### src/rtl/srt_pkg.sv
// ----------------------------------------------------------------------------
// srt_pkg
// Shared types and constants for the sorted record table: channel payloads,
// record layout, status codes and the command and status groups that pass
// between the controller and the datapath.
// ----------------------------------------------------------------------------
package srt_pkg;

    localparam int KEY_W            = 32;
    localparam int SCORE_W          = 14;
    localparam int TOTAL_W          = 6;
    localparam int STATUS_W         = 2;
    localparam int DEFAULT_CAPACITY = 32;

    localparam logic ACT_INSERT = 1'b0;
    localparam logic ACT_DELETE = 1'b1;

    localparam logic [STATUS_W-1:0] STATUS_DONE      = 2'd0;
    localparam logic [STATUS_W-1:0] STATUS_NOT_FOUND = 2'd1;
    localparam logic [STATUS_W-1:0] STATUS_FULL      = 2'd2;

    typedef struct packed {
        logic               action;
        logic [KEY_W-1:0]   key;
        logic [SCORE_W-1:0] score;
    } srt_in_t;

    typedef struct packed {
        logic [KEY_W-1:0]    out_key;
        logic [SCORE_W-1:0]  out_score;
        logic [TOTAL_W-1:0]  record_total;
        logic [STATUS_W-1:0] status;
        logic                empty_res;
        logic                last;
    } srt_out_t;

    typedef struct packed {
        logic [KEY_W-1:0]   key;
        logic [SCORE_W-1:0] score;
    } srt_rec_t;

    typedef struct packed {
        logic                item_load;
        logic                rd_en;
        logic                wr_en;
        logic                wr_from_item;
        logic                out_load;
        logic                out_empty;
        logic                out_last;
        logic [STATUS_W-1:0] status;
    } srt_cmd_t;

    typedef struct packed {
        logic is_delete;
        logic key_ge;
        logic key_eq;
        logic out_free;
    } srt_stat_t;

endpackage

### src/rtl/srt_dp.sv
// ----------------------------------------------------------------------------
// srt_dp
// Datapath of the sorted record table: record memory with registered read
// data, the held input item, key comparators and the output register.
// ----------------------------------------------------------------------------
module srt_dp
    import srt_pkg::*;
#(
    parameter int CAPACITY = DEFAULT_CAPACITY,
    localparam int AW = $clog2(CAPACITY),
    localparam int CW = $clog2(CAPACITY + 1)
) (
    input  logic          aclk,
    input  logic          aresetn,
    input  srt_cmd_t      cmd,
    input  logic [AW-1:0] rd_addr,
    input  logic [AW-1:0] wr_addr,
    input  logic [CW-1:0] record_count,
    input  srt_in_t       s_item,
    output srt_stat_t     stat,
    output logic          m_valid,
    input  logic          m_ready,
    output srt_out_t      m_item
);

    srt_rec_t rec_mem_reg [CAPACITY];
    srt_rec_t rdata_reg;
    srt_rec_t wdata_next;
    srt_in_t  item_reg;
    logic     m_valid_reg;
    srt_out_t m_item_reg;
    srt_out_t m_item_next;

    // Shifted records come straight from the read register.
    always_comb begin
        if (cmd.wr_from_item) begin
            wdata_next.key   = item_reg.key;
            wdata_next.score = item_reg.score;
        end else begin
            wdata_next = rdata_reg;
        end
    end

    always_ff @(posedge aclk) begin
        if (cmd.wr_en) begin
            rec_mem_reg[wr_addr] <= wdata_next;
        end
        if (cmd.rd_en) begin
            rdata_reg <= rec_mem_reg[rd_addr];
        end
        if (cmd.item_load) begin
            item_reg <= s_item;
        end
    end

    always_comb begin
        stat.is_delete = (item_reg.action == ACT_DELETE);
        stat.key_ge    = (rdata_reg.key >= item_reg.key);
        stat.key_eq    = (rdata_reg.key == item_reg.key);
        stat.out_free  = !m_valid_reg || m_ready;
    end

    always_comb begin
        if (cmd.out_empty) begin
            m_item_next.out_key   = '0;
            m_item_next.out_score = '0;
            m_item_next.empty_res = 1'b1;
        end else begin
            m_item_next.out_key   = rdata_reg.key;
            m_item_next.out_score = rdata_reg.score;
            m_item_next.empty_res = 1'b0;
        end
        m_item_next.record_total = TOTAL_W'(record_count);
        m_item_next.status       = cmd.status;
        m_item_next.last         = cmd.out_last;
    end

    always_ff @(posedge aclk) begin
        if (!aresetn) begin
            m_valid_reg <= 1'b0;
        end else if (cmd.out_load) begin
            m_valid_reg <= 1'b1;
        end else if (m_ready) begin
            m_valid_reg <= 1'b0;
        end
        if (cmd.out_load) begin
            m_item_reg <= m_item_next;
        end
    end

    assign m_valid = m_valid_reg;
    assign m_item  = m_item_reg;

endmodule

### src/rtl/srt_ctrl.sv
// ----------------------------------------------------------------------------
// srt_ctrl
// Controller of the sorted record table: sequences the insert scan, the
// delete scan, the final write and the listing, and keeps the record count.
// ----------------------------------------------------------------------------
module srt_ctrl
    import srt_pkg::*;
#(
    parameter int CAPACITY = DEFAULT_CAPACITY,
    localparam int AW = $clog2(CAPACITY),
    localparam int CW = $clog2(CAPACITY + 1)
) (
    input  logic          aclk,
    input  logic          aresetn,
    input  logic          s_valid,
    output logic          s_ready,
    input  srt_stat_t     stat,
    output srt_cmd_t      cmd,
    output logic [AW-1:0] rd_addr,
    output logic [AW-1:0] wr_addr,
    output logic [CW-1:0] record_count
);

    localparam logic [CW-1:0] CAP_CNT = CW'(CAPACITY);

    typedef enum logic [2:0] {
        S_IDLE,
        S_DECODE,
        S_INS_SCAN,
        S_INS_PUT,
        S_DEL_SCAN,
        S_LIST,
        S_LIST_EMPTY
    } state_t;

    state_t              state_reg,  state_next;
    logic [CW-1:0]       count_reg,  count_next;
    logic [CW-1:0]       idx_reg,    idx_next;
    logic [AW-1:0]       pidx_reg,   pidx_next;
    logic [AW-1:0]       pos_reg,    pos_next;
    logic                pend_reg,   pend_next;
    logic                found_reg,  found_next;
    logic [STATUS_W-1:0] status_reg, status_next;

    logic [CW-1:0] idx_dec;
    logic [CW-1:0] pidx_inc;
    logic [CW-1:0] count_dec;

    assign idx_dec   = idx_reg - CW'(1);
    assign pidx_inc  = CW'(pidx_reg) + CW'(1);
    assign count_dec = count_reg - CW'(1);

    always_comb begin
        logic stay;
        logic issue;

        state_next  = state_reg;
        count_next  = count_reg;
        idx_next    = idx_reg;
        pidx_next   = pidx_reg;
        pos_next    = pos_reg;
        pend_next   = pend_reg;
        found_next  = found_reg;
        status_next = status_reg;
        cmd         = '0;
        cmd.status  = status_reg;
        rd_addr     = idx_reg[AW-1:0];
        wr_addr     = pos_reg;
        stay        = 1'b1;
        issue       = 1'b0;

        unique case (state_reg)
            S_IDLE: begin
                if (s_valid) begin
                    cmd.item_load = 1'b1;
                    state_next    = S_DECODE;
                end
            end
            S_DECODE: begin
                pend_next   = 1'b0;
                status_next = STATUS_DONE;
                if (stat.is_delete) begin
                    idx_next   = '0;
                    found_next = 1'b0;
                    state_next = S_DEL_SCAN;
                end else if (count_reg == CAP_CNT) begin
                    status_next = STATUS_FULL;
                    idx_next    = '0;
                    state_next  = S_LIST;
                end else begin
                    idx_next   = count_reg;
                    state_next = S_INS_SCAN;
                end
            end
            S_INS_SCAN: begin
                // Walk down from the top; every key not below the new one
                // moves up a place, the first smaller key ends the walk.
                if (pend_reg) begin
                    if (stat.key_ge) begin
                        cmd.wr_en = 1'b1;
                        wr_addr   = AW'(pidx_inc);
                        if (pidx_reg == '0) begin
                            pos_next = '0;
                            stay     = 1'b0;
                        end
                    end else begin
                        pos_next = AW'(pidx_inc);
                        stay     = 1'b0;
                    end
                end else if (idx_reg == '0) begin
                    pos_next = '0;
                    stay     = 1'b0;
                end
                if (stay && (idx_reg != '0)) begin
                    cmd.rd_en = 1'b1;
                    rd_addr   = idx_dec[AW-1:0];
                    pidx_next = idx_dec[AW-1:0];
                    idx_next  = idx_dec;
                    pend_next = 1'b1;
                end else begin
                    pend_next = 1'b0;
                end
                if (!stay) begin
                    state_next = S_INS_PUT;
                end
            end
            S_INS_PUT: begin
                cmd.wr_en        = 1'b1;
                cmd.wr_from_item = 1'b1;
                count_next       = count_reg + CW'(1);
                idx_next         = '0;
                pend_next        = 1'b0;
                state_next       = S_LIST;
            end
            S_DEL_SCAN: begin
                // Once the first match is seen, each later record drops by one.
                if (pend_reg) begin
                    if (found_reg) begin
                        cmd.wr_en = 1'b1;
                        wr_addr   = pidx_reg - AW'(1);
                    end else if (stat.key_eq) begin
                        found_next = 1'b1;
                    end
                end
                if (idx_reg != count_reg) begin
                    cmd.rd_en = 1'b1;
                    rd_addr   = idx_reg[AW-1:0];
                    pidx_next = idx_reg[AW-1:0];
                    idx_next  = idx_reg + CW'(1);
                    pend_next = 1'b1;
                end else begin
                    pend_next = 1'b0;
                    if (!pend_reg) begin
                        idx_next = '0;
                        if (found_reg) begin
                            count_next  = count_dec;
                            status_next = STATUS_DONE;
                            state_next  = (count_dec == '0) ? S_LIST_EMPTY : S_LIST;
                        end else begin
                            status_next = STATUS_NOT_FOUND;
                            state_next  = (count_reg == '0) ? S_LIST_EMPTY : S_LIST;
                        end
                    end
                end
            end
            S_LIST: begin
                if (pend_reg && stat.out_free) begin
                    cmd.out_load = 1'b1;
                    cmd.out_last = (pidx_inc == count_reg);
                end
                issue = (idx_reg != count_reg) && (!pend_reg || stat.out_free);
                if (issue) begin
                    cmd.rd_en = 1'b1;
                    rd_addr   = idx_reg[AW-1:0];
                    pidx_next = idx_reg[AW-1:0];
                    idx_next  = idx_reg + CW'(1);
                end
                pend_next = issue || (pend_reg && !stat.out_free);
                if ((idx_reg == count_reg) && (!pend_reg || stat.out_free)) begin
                    state_next = S_IDLE;
                end
            end
            S_LIST_EMPTY: begin
                if (stat.out_free) begin
                    cmd.out_load  = 1'b1;
                    cmd.out_empty = 1'b1;
                    cmd.out_last  = 1'b1;
                    state_next    = S_IDLE;
                end
            end
            default: begin
                state_next = S_IDLE;
            end
        endcase
    end

    always_ff @(posedge aclk) begin
        if (!aresetn) begin
            state_reg  <= S_IDLE;
            count_reg  <= '0;
            idx_reg    <= '0;
            pidx_reg   <= '0;
            pos_reg    <= '0;
            pend_reg   <= 1'b0;
            found_reg  <= 1'b0;
            status_reg <= STATUS_DONE;
        end else begin
            state_reg  <= state_next;
            count_reg  <= count_next;
            idx_reg    <= idx_next;
            pidx_reg   <= pidx_next;
            pos_reg    <= pos_next;
            pend_reg   <= pend_next;
            found_reg  <= found_next;
            status_reg <= status_next;
        end
    end

    assign s_ready      = (state_reg == S_IDLE);
    assign record_count = count_reg;

`ifndef SYNTH
    a_count_bound: assert property (@(posedge aclk) disable iff (!aresetn)
        count_reg <= CAP_CNT)
        else $error("record count exceeds capacity");

    a_load_free: assert property (@(posedge aclk) disable iff (!aresetn)
        cmd.out_load |-> stat.out_free)
        else $error("output register loaded while still occupied");

    a_count_step: assert property (@(posedge aclk) disable iff (!aresetn)
        ($past(aresetn) && (count_reg != $past(count_reg))) |->
            ($past(state_reg) == S_INS_PUT || $past(state_reg) == S_DEL_SCAN))
        else $error("record count changed outside insert or delete");

    a_insert_room: assert property (@(posedge aclk) disable iff (!aresetn)
        (state_reg == S_INS_PUT) |-> (count_reg < CAP_CNT))
        else $error("insert write with a full table");

    a_list_range: assert property (@(posedge aclk) disable iff (!aresetn)
        (state_reg == S_LIST && pend_reg) |-> (CW'(pidx_reg) < count_reg))
        else $error("listing read beyond the held records");
`endif

endmodule

### src/rtl/sorted_record_table_top.sv
// ----------------------------------------------------------------------------
// sorted_record_table_top
// Sorted record table: keeps up to CAPACITY (key, score) records in
// ascending key order, inserts and deletes one record per item and lists the
// whole table after every item.
// ----------------------------------------------------------------------------
// The block takes one item at a time and holds off the next until the current
// item's listing has been handed to the output register. An insert is
// accepted, decoded, scanned, finished with the final write and then listed;
// a delete is accepted, decoded, scanned and listed, and an insert into a full
// table skips the scan and the final write. The single record memory has one
// write and one registered read port, so both the scan and the listing move
// one record per cycle, the listing only while the output register is free.
// An insert walks down from the top record and moves every record whose key
// is not below the new key up by one place, so a new record goes ahead of
// records with an equal key; the first smaller key marks the place for the
// new record. A delete walks up from the bottom and, after the first record
// with a matching key, moves each later record down by one. An insert into a
// full table leaves it unchanged and is flagged in status; a delete of a key
// that is not held is flagged likewise. Every result item carries the record
// total and the status of the item that caused it, and the final result of a
// listing has last set. An empty table is listed as a single result item with
// empty_res set and zero key and score. The memory needs no clearing after
// reset, since only records below the count are ever read. Both channels use
// a valid and ready handshake; the output register lets the last result wait
// for the consumer while the next item is accepted.
// ----------------------------------------------------------------------------
module sorted_record_table_top
    import srt_pkg::*;
#(
    parameter int CAPACITY = DEFAULT_CAPACITY
) (
    input  logic     aclk,
    input  logic     aresetn,
    input  logic     s_valid,
    output logic     s_ready,
    input  srt_in_t  s_item,
    output logic     m_valid,
    input  logic     m_ready,
    output srt_out_t m_item
);

    localparam int AW = $clog2(CAPACITY);
    localparam int CW = $clog2(CAPACITY + 1);

    srt_cmd_t      cmd;
    srt_stat_t     stat;
    logic [AW-1:0] rd_addr;
    logic [AW-1:0] wr_addr;
    logic [CW-1:0] record_count;

    // Sequencing of scans, writes and the listing.
    srt_ctrl #(
        .CAPACITY (CAPACITY)
    ) u_ctrl (
        .aclk         (aclk),
        .aresetn      (aresetn),
        .s_valid      (s_valid),
        .s_ready      (s_ready),
        .stat         (stat),
        .cmd          (cmd),
        .rd_addr      (rd_addr),
        .wr_addr      (wr_addr),
        .record_count (record_count)
    );

    // Record memory, comparators and the output register.
    srt_dp #(
        .CAPACITY (CAPACITY)
    ) u_dp (
        .aclk         (aclk),
        .aresetn      (aresetn),
        .cmd          (cmd),
        .rd_addr      (rd_addr),
        .wr_addr      (wr_addr),
        .record_count (record_count),
        .s_item       (s_item),
        .stat         (stat),
        .m_valid      (m_valid),
        .m_ready      (m_ready),
        .m_item       (m_item)
    );

endmodule
### config.mk
export PLATFORM = sky130hd
export DESIGN_NAME = sorted_record_table_top
export DESIGN_NICKNAME = d
export VERILOG_FILES = /design/src/rtl/srt_pkg.sv /design/src/rtl/srt_dp.sv /design/src/rtl/srt_ctrl.sv /design/src/rtl/sorted_record_table_top.sv
export SDC_FILE = /design/constraint.sdc
export NUM_CORES = 2
export LEC_CHECK = 0
export BUFFER_PORTS_ARGS = -buffer_cell sky130_fd_sc_hd__buf_2
export CAP_MARGIN = 20
export CORE_ASPECT_RATIO = 0.8
export CORE_MARGIN = 4
export CORE_UTILIZATION = 43
export DETAILED_ROUTE_END_ITERATION = 10
export PLACE_DENSITY_LB_ADDON = 0.25
export SYNTH_ARGS = -nofsm -noshare
export SYNTH_HDL_FRONTEND = slang
export SYNTH_SLANG_ARGS = --single-unit
### constraint.sdc
create_clock -name aclk -period 9.91 [get_ports aclk]
set_clock_uncertainty 0.05 [all_clocks]
set_input_delay 0 -clock aclk [delete_from_list [all_inputs] [get_ports aclk]]
set_output_delay 0 -clock aclk [all_outputs]
set_load 0.01 [all_outputs]
# Yosys cells after proc, flatten, opt, wreduce, memory -nomap -nowiden
# Memory sizes are Yosys's and may differ from the RTL's. A register that Yosys moved wholly into a read port is not among the register bits.
# Cells that the tools add are included.
[word_totals]
reg_bits = 133
mem_bits_rw = 1472
in_bits = 51
out_inout_bits = 58
word_cells = 162
n_memories = 1
[op_classes]
n_addsub = 6
n_lt_le_gt_ge = 1
eq_ne = 25
mux = 79
n_reduce_logical = 32
[memory_table]
columns = ["memory", "depth", "word_bits", "rd", "rd_clocked_by_memory_dff", "write_ports", "line", "text"]
rows = [
  ["u_dp.rec_mem_reg", 32, 46, 1, 1, 1, "srt_dp.sv:26", "srt_rec_t rec_mem_reg [CAPACITY];"],
]
[op_table]
columns = ["cell", "n"]
rows = [
  ["5-bit 2-to-1 mux", 13],
  ["6-bit 2-to-1 mux", 9],
  ["46-bit 2-to-1 mux", 1],
  ["32-bit == test", 1],
  ["32-bit >= comparator", 1],
  ["3-bit 2-to-1 mux", 10],
  ["6-bit one-hot mux with 5 select lines", 1],
  ["1-bit 2-to-1 mux", 28],
  ["3-bit one-hot mux with 7 select lines", 1],
  ["6-bit logical NOT", 3],
  ["2-bit by 1-bit inequality test with 1-bit output (second input constant)", 8],
  ["5-bit one-hot mux with 3 select lines", 1],
  ["6-bit by 1-bit adder with 6-bit output (second input constant)", 2],
  ["6-bit == test", 2],
  ["2-bit 2-to-1 mux", 6],
  ["6-bit one-hot mux with 2 select lines", 1],
  ["4-bit AND reduction", 3],
  ["6-bit by 1-bit subtractor with 6-bit output (second input constant)", 2],
  ["5-bit one-hot mux with 2 select lines", 1],
  ["3-bit == test (second input constant)", 3],
  ["3-bit AND reduction", 3],
  ["2-bit inequality test (second input constant)", 4],
  ["2-bit nonzero test", 4],
  ["5-bit by 1-bit adder with 6-bit output (second input constant)", 1],
  ["21 further kinds", 34],
]

# Longest topological paths before layout
[logic_depth]
word_depth = 8
ltp_mapped = 19
depth_no_buf = 11

# Modules after synthesis
# A second synthesis with hierarchy kept.
[hier_totals]
cells_unflattened = 2958
hier_area_um2 = 64782.1
[by_module_without_submodules]
columns = ["module", "instances", "cells_each", "area_per_inst_um2", "seq_area_each_um2"]
rows = [
  ["srt_dp", 1, 2603, 62153.4, 48696.7],
  ["srt_ctrl", 1, 355, 2628.8, 580.6],
]

# Worst setup path after synthesis
# OpenSTA, ideal clock, no wires.
[synth_timing]
kind = "reg2reg"
from = "register, netlist name u_dp.rdata_reg[29]"
to = "memory u_dp.rec_mem_reg[18][0] in the netlist's numbering, enable pin"
setup_time_ns = 0.450
arrival_ns = 5.255
required_ns = 9.410
setup_slack_ns = 4.156
stages_incl_launch_ff = 11
n_path_buf = 0
period_less_slack_ns = 5.754
cell_sequence = "edfxtp_1 ha_1 nand4_1 or4_1 or4_1 a41oi_2 o21a_1 o211a_1 o32a_2 or3b_2 nor2_1"
[synth_between]
elab_chain_cells = 6
word_cells_on_any_way = 9
classes_between = "1 x order compare; 8 x mux"
[synth_rtl]
columns = ["item", "line", "text"]
rows = [
  ["32-bit >= comparator *", "srt_dp.sv:58", "stat.key_ge = (rdata_reg.key >= item_reg.key);"],
  ["1-bit 2-to-1 mux", "srt_ctrl.sv:99", "if (stat.key_ge) begin"],
  ["1-bit 2-to-1 mux", "srt_ctrl.sv:98", "if (pend_reg) begin"],
  ["1-bit one-hot mux with 3 select lines", "srt_ctrl.sv:72", "unique case (state_reg)"],
  ["1-bit 2-to-1 mux", "srt_dp.sv:45", "if (cmd.wr_en) begin"],
  ["1-bit 2-to-1 mux (not written as such)", "srt_dp.sv:46", "rec_mem_reg[wr_addr] <= wdata_next;"],
  ["end: declaration", "srt_dp.sv:26", ""],
]
# Mark *: on every way between the ends. The rest lies on a longest branch, timed or not.

# Final worst setup path
[layout_timing]
from = "register, netlist name u_dp.rdata_reg[27]"
to = "register, netlist name u_dp.rdata_reg[28]"
[layout_between]
elab_chain_cells = 7
word_cells_on_any_way = 9
classes_between = "1 x order compare; 7 x mux; 1 x reduce/logical"
[layout_rtl]
columns = ["item", "line", "text"]
rows = [
  ["32-bit >= comparator *", "srt_dp.sv:58", ""],
  ["1-bit 2-to-1 mux *", "srt_ctrl.sv:99", ""],
  ["1-bit 2-to-1 mux *", "srt_ctrl.sv:98", ""],
  ["1-bit 2-to-1 mux *", "srt_ctrl.sv:72", ""],
  ["1-bit logical AND *", "srt_ctrl.sv:114", "if (stay && (idx_reg != '0)) begin"],
  ["1-bit 2-to-1 mux or 5-bit 2-to-1 mux (tied branches)", "srt_ctrl.sv:114", ""],
  ["1-bit one-hot mux with 3 select lines or 5-bit 2-to-1 mux (tied branches)", "-", ""],
]
# Mark *: on every way between the ends. The rest lies on a longest branch, timed or not. The select of a mux whose other input is x is not followed.
# A chain may end at the register's enable or synchronous reset.

==> run metrics <==
CTS-repair resized insts=0; CTS tree=yes; Worst Hold Class=in -> reg; Power Density=257 nW/um^2; TritonCTS Buffers=172; Main synth FF type=edfxtp_1; largest net degree at the start of global routing=140; Post-Synthesis Cells=4713; gr ovfl total=0; ranking of synthesized cells by area=edfxtp_1 (63%), mux4_2 (20%), nor2_1 (2.8%), nand2_1 (1.9%), mux2i_1 (1.8%); Required @ worst endpoint=between 10000 and 15000 ps; Max FO, Critical Path=75; Netlist cell types=just under 70; first-pass GRT wire length=~330000 um; fraction of layout cells with a size suffix above 1=about 28%; Area growth, synth to finish=13.7%; Crit Path Class=reg -> reg; cell taking the most area after synthesis=edfxtp_1; setup bufs post-CTS=0; most instantiated library cell after synthesis=edfxtp_1; leak pwr=27.8 nW; sequential fraction of the synthesis area=63.3%; CP startpoint kind=flip-flop; Slew Viols, Final=0; Worst Tran Pin Value=between 1000 and 1500 ps; IO Count=109; Max IR drop VDD=0.000221 V; row cnt=139; CTS max path bufs=3; nets=4965; IO Port Bufs=around 110; setup TNS=0 ps; via count=46800; 1st-pass router iterations=7; Avg Synthesized Cell Area=16.5 sq um; Routed Antenna Nets=0; Final Hold Vio Count=0; RSZ-0062 raised after global routing=no; Iter 0 DRT Violations=6236; overall power=0.0227 W; Post-Syn Nets=slightly below 5000; vias per cell=6.32; Post-synth top cells=edfxtp_1 (1621), mux4_2 (691), nor2_1 (587); Finish-stage setup viols=0; fmax=150 MHz; Die W=484 um; GP Congestion=0.820; initial antenna violation count=7; final WL=between 200000 and 250000 um; CP arrival=7090 ps; Post-synth ARST share=0%; clock-pin transition on the worst setup and hold timing paths=60 ps; Worst setup EP type=flip-flop; Slew Limit Headroom=16.0%; status=finished, final reports clean; die area=188000 sq um; clock tree root buffer cell=clkbuf_16; post-layout util=49.2%; H-Tree Depth=4; post-synth top area share=62.5%; starting density of the core=43.3%; # clock sinks=about 1700; max reg flops=1472; synthesis-stage register bit count=1651; CTS Hold Bufs=99; fin crit share=67.3%; clock latency on the worst-skew pair=790 ps; WL per Instance=~31 um; core box area=around 180000 sq um; Mapped Area=77800 sq um; Layout fillers=14700; final worst path period need=6670 ps; Total GRT Usage=24.0%; chip height=just under 400 um; number of max-cap violations=0; Remaining DRCs=0; final HPWL from detailed placement=127000 um; number of synthesized flops with an enable pin=1621; Ys Warns=0; number of global-route vias before repair=45200
-- cells by family after synthesis --
family	share of synthesized area, %
adders and majority gates	0.643
DFF	63.3
buffers and inverters	2.15
AOI/OAI and AO/OA	4.46
and+or+nand+nor	7.26
xor gates and xnor gates	0.338
muxes	21.8
-- layer usage --
metal	up-vias	wire length (um)	track usage, %
met1	24700	94500	34.7
met3	365	22700	5.26
li1	19400	-	-
met4	4	5960	6.47
met2	2450	106000	37.2
met5	-	21	0
-- final cells by class --
type	instances	area, sq um	area share (%)
Clock buffer	224	4760	5.39
Sequential cell	1651	49300	55.7
Tap cell	2397	3000	3.39
Timing Repair Buffer	345	2920	3.30
Clock inverter	93	915	1.03
Antenna cell	2	5.00	0.00566
Inverter	54	204	0.231
Multi-Input combinational cell	2650	27400	31.0
-- report_power, final --
part,internal (W),switching (W),leakage [nW]
Clock,0.00383,0.00270,2.75
Sequential,0.00875,0.000240,14.8
Combinational,0.00294,0.00426,10.2
Total,0.0155,0.00721,27.8
-- path summary, 6_finish.rpt --
check / startpoint / endpoint / slack (ps) / depth (start not counted)
worst max-delay path: u_dp.rdata_reg[27]$_DFFE_PP_ / u_dp.rdata_reg[28]$_DFFE_PP_ / 3240 / 12
worst min-delay path: m_ready / u_dp.m_valid$_SDFFE_PN0P_ / 110 / 5
worst max register to register: u_dp.rdata_reg[27]$_DFFE_PP_ / u_dp.rdata_reg[28]$_DFFE_PP_ / 3240 / 12
worst min register to register: u_ctrl.status_reg[1]$_SDFFE_PN0P_ / u_dp.m_item[3]$_DFFE_PP_ / 410 / 0
-- critical path: stages (launching register included) --
cell	delay [ps]
edfxtp_1	440
ha_1	320
nand4_1	230
or4_1	610
or4_1	580
and4_4	260
o211ai_4	250
buf_4	900
o21ai_2	250
a32oi_4	1090
buf_4	550
a221oi_2	70
nor4_2	710
-- placed cells by master, fill, tap and decap left out, types with 46 or more instances in the layout --
master / n
o21ai_0: 108
nand3_1: 63
dlygate4sd3_1: 99
mux2i_1: 140
nand4_1: 56
clkbuf_16: 184
buf_4: 106
and2_1: 48
buf_2: 108
mux4_2: 691
nor2_1: 553
o221a_2: 46
o22ai_1: 93
nand2_1: 393
a21oi_1: 88
edfxtp_1: 1621
inv_1: 51
-- metrics by stage --
stage	cells	setup WS, ps	cell area (sq um)	hold WS, ps
floorplan	4713	4160	77800	48.9
detailed placement	6985	3410	81600	128
CTS	7401	3400	88200	45.9
finish	7416	3240	88500	109
global placement	6977	3560	81400	126
global route	7414	3080	88500	116
Power figures use the tool's default switching activity.
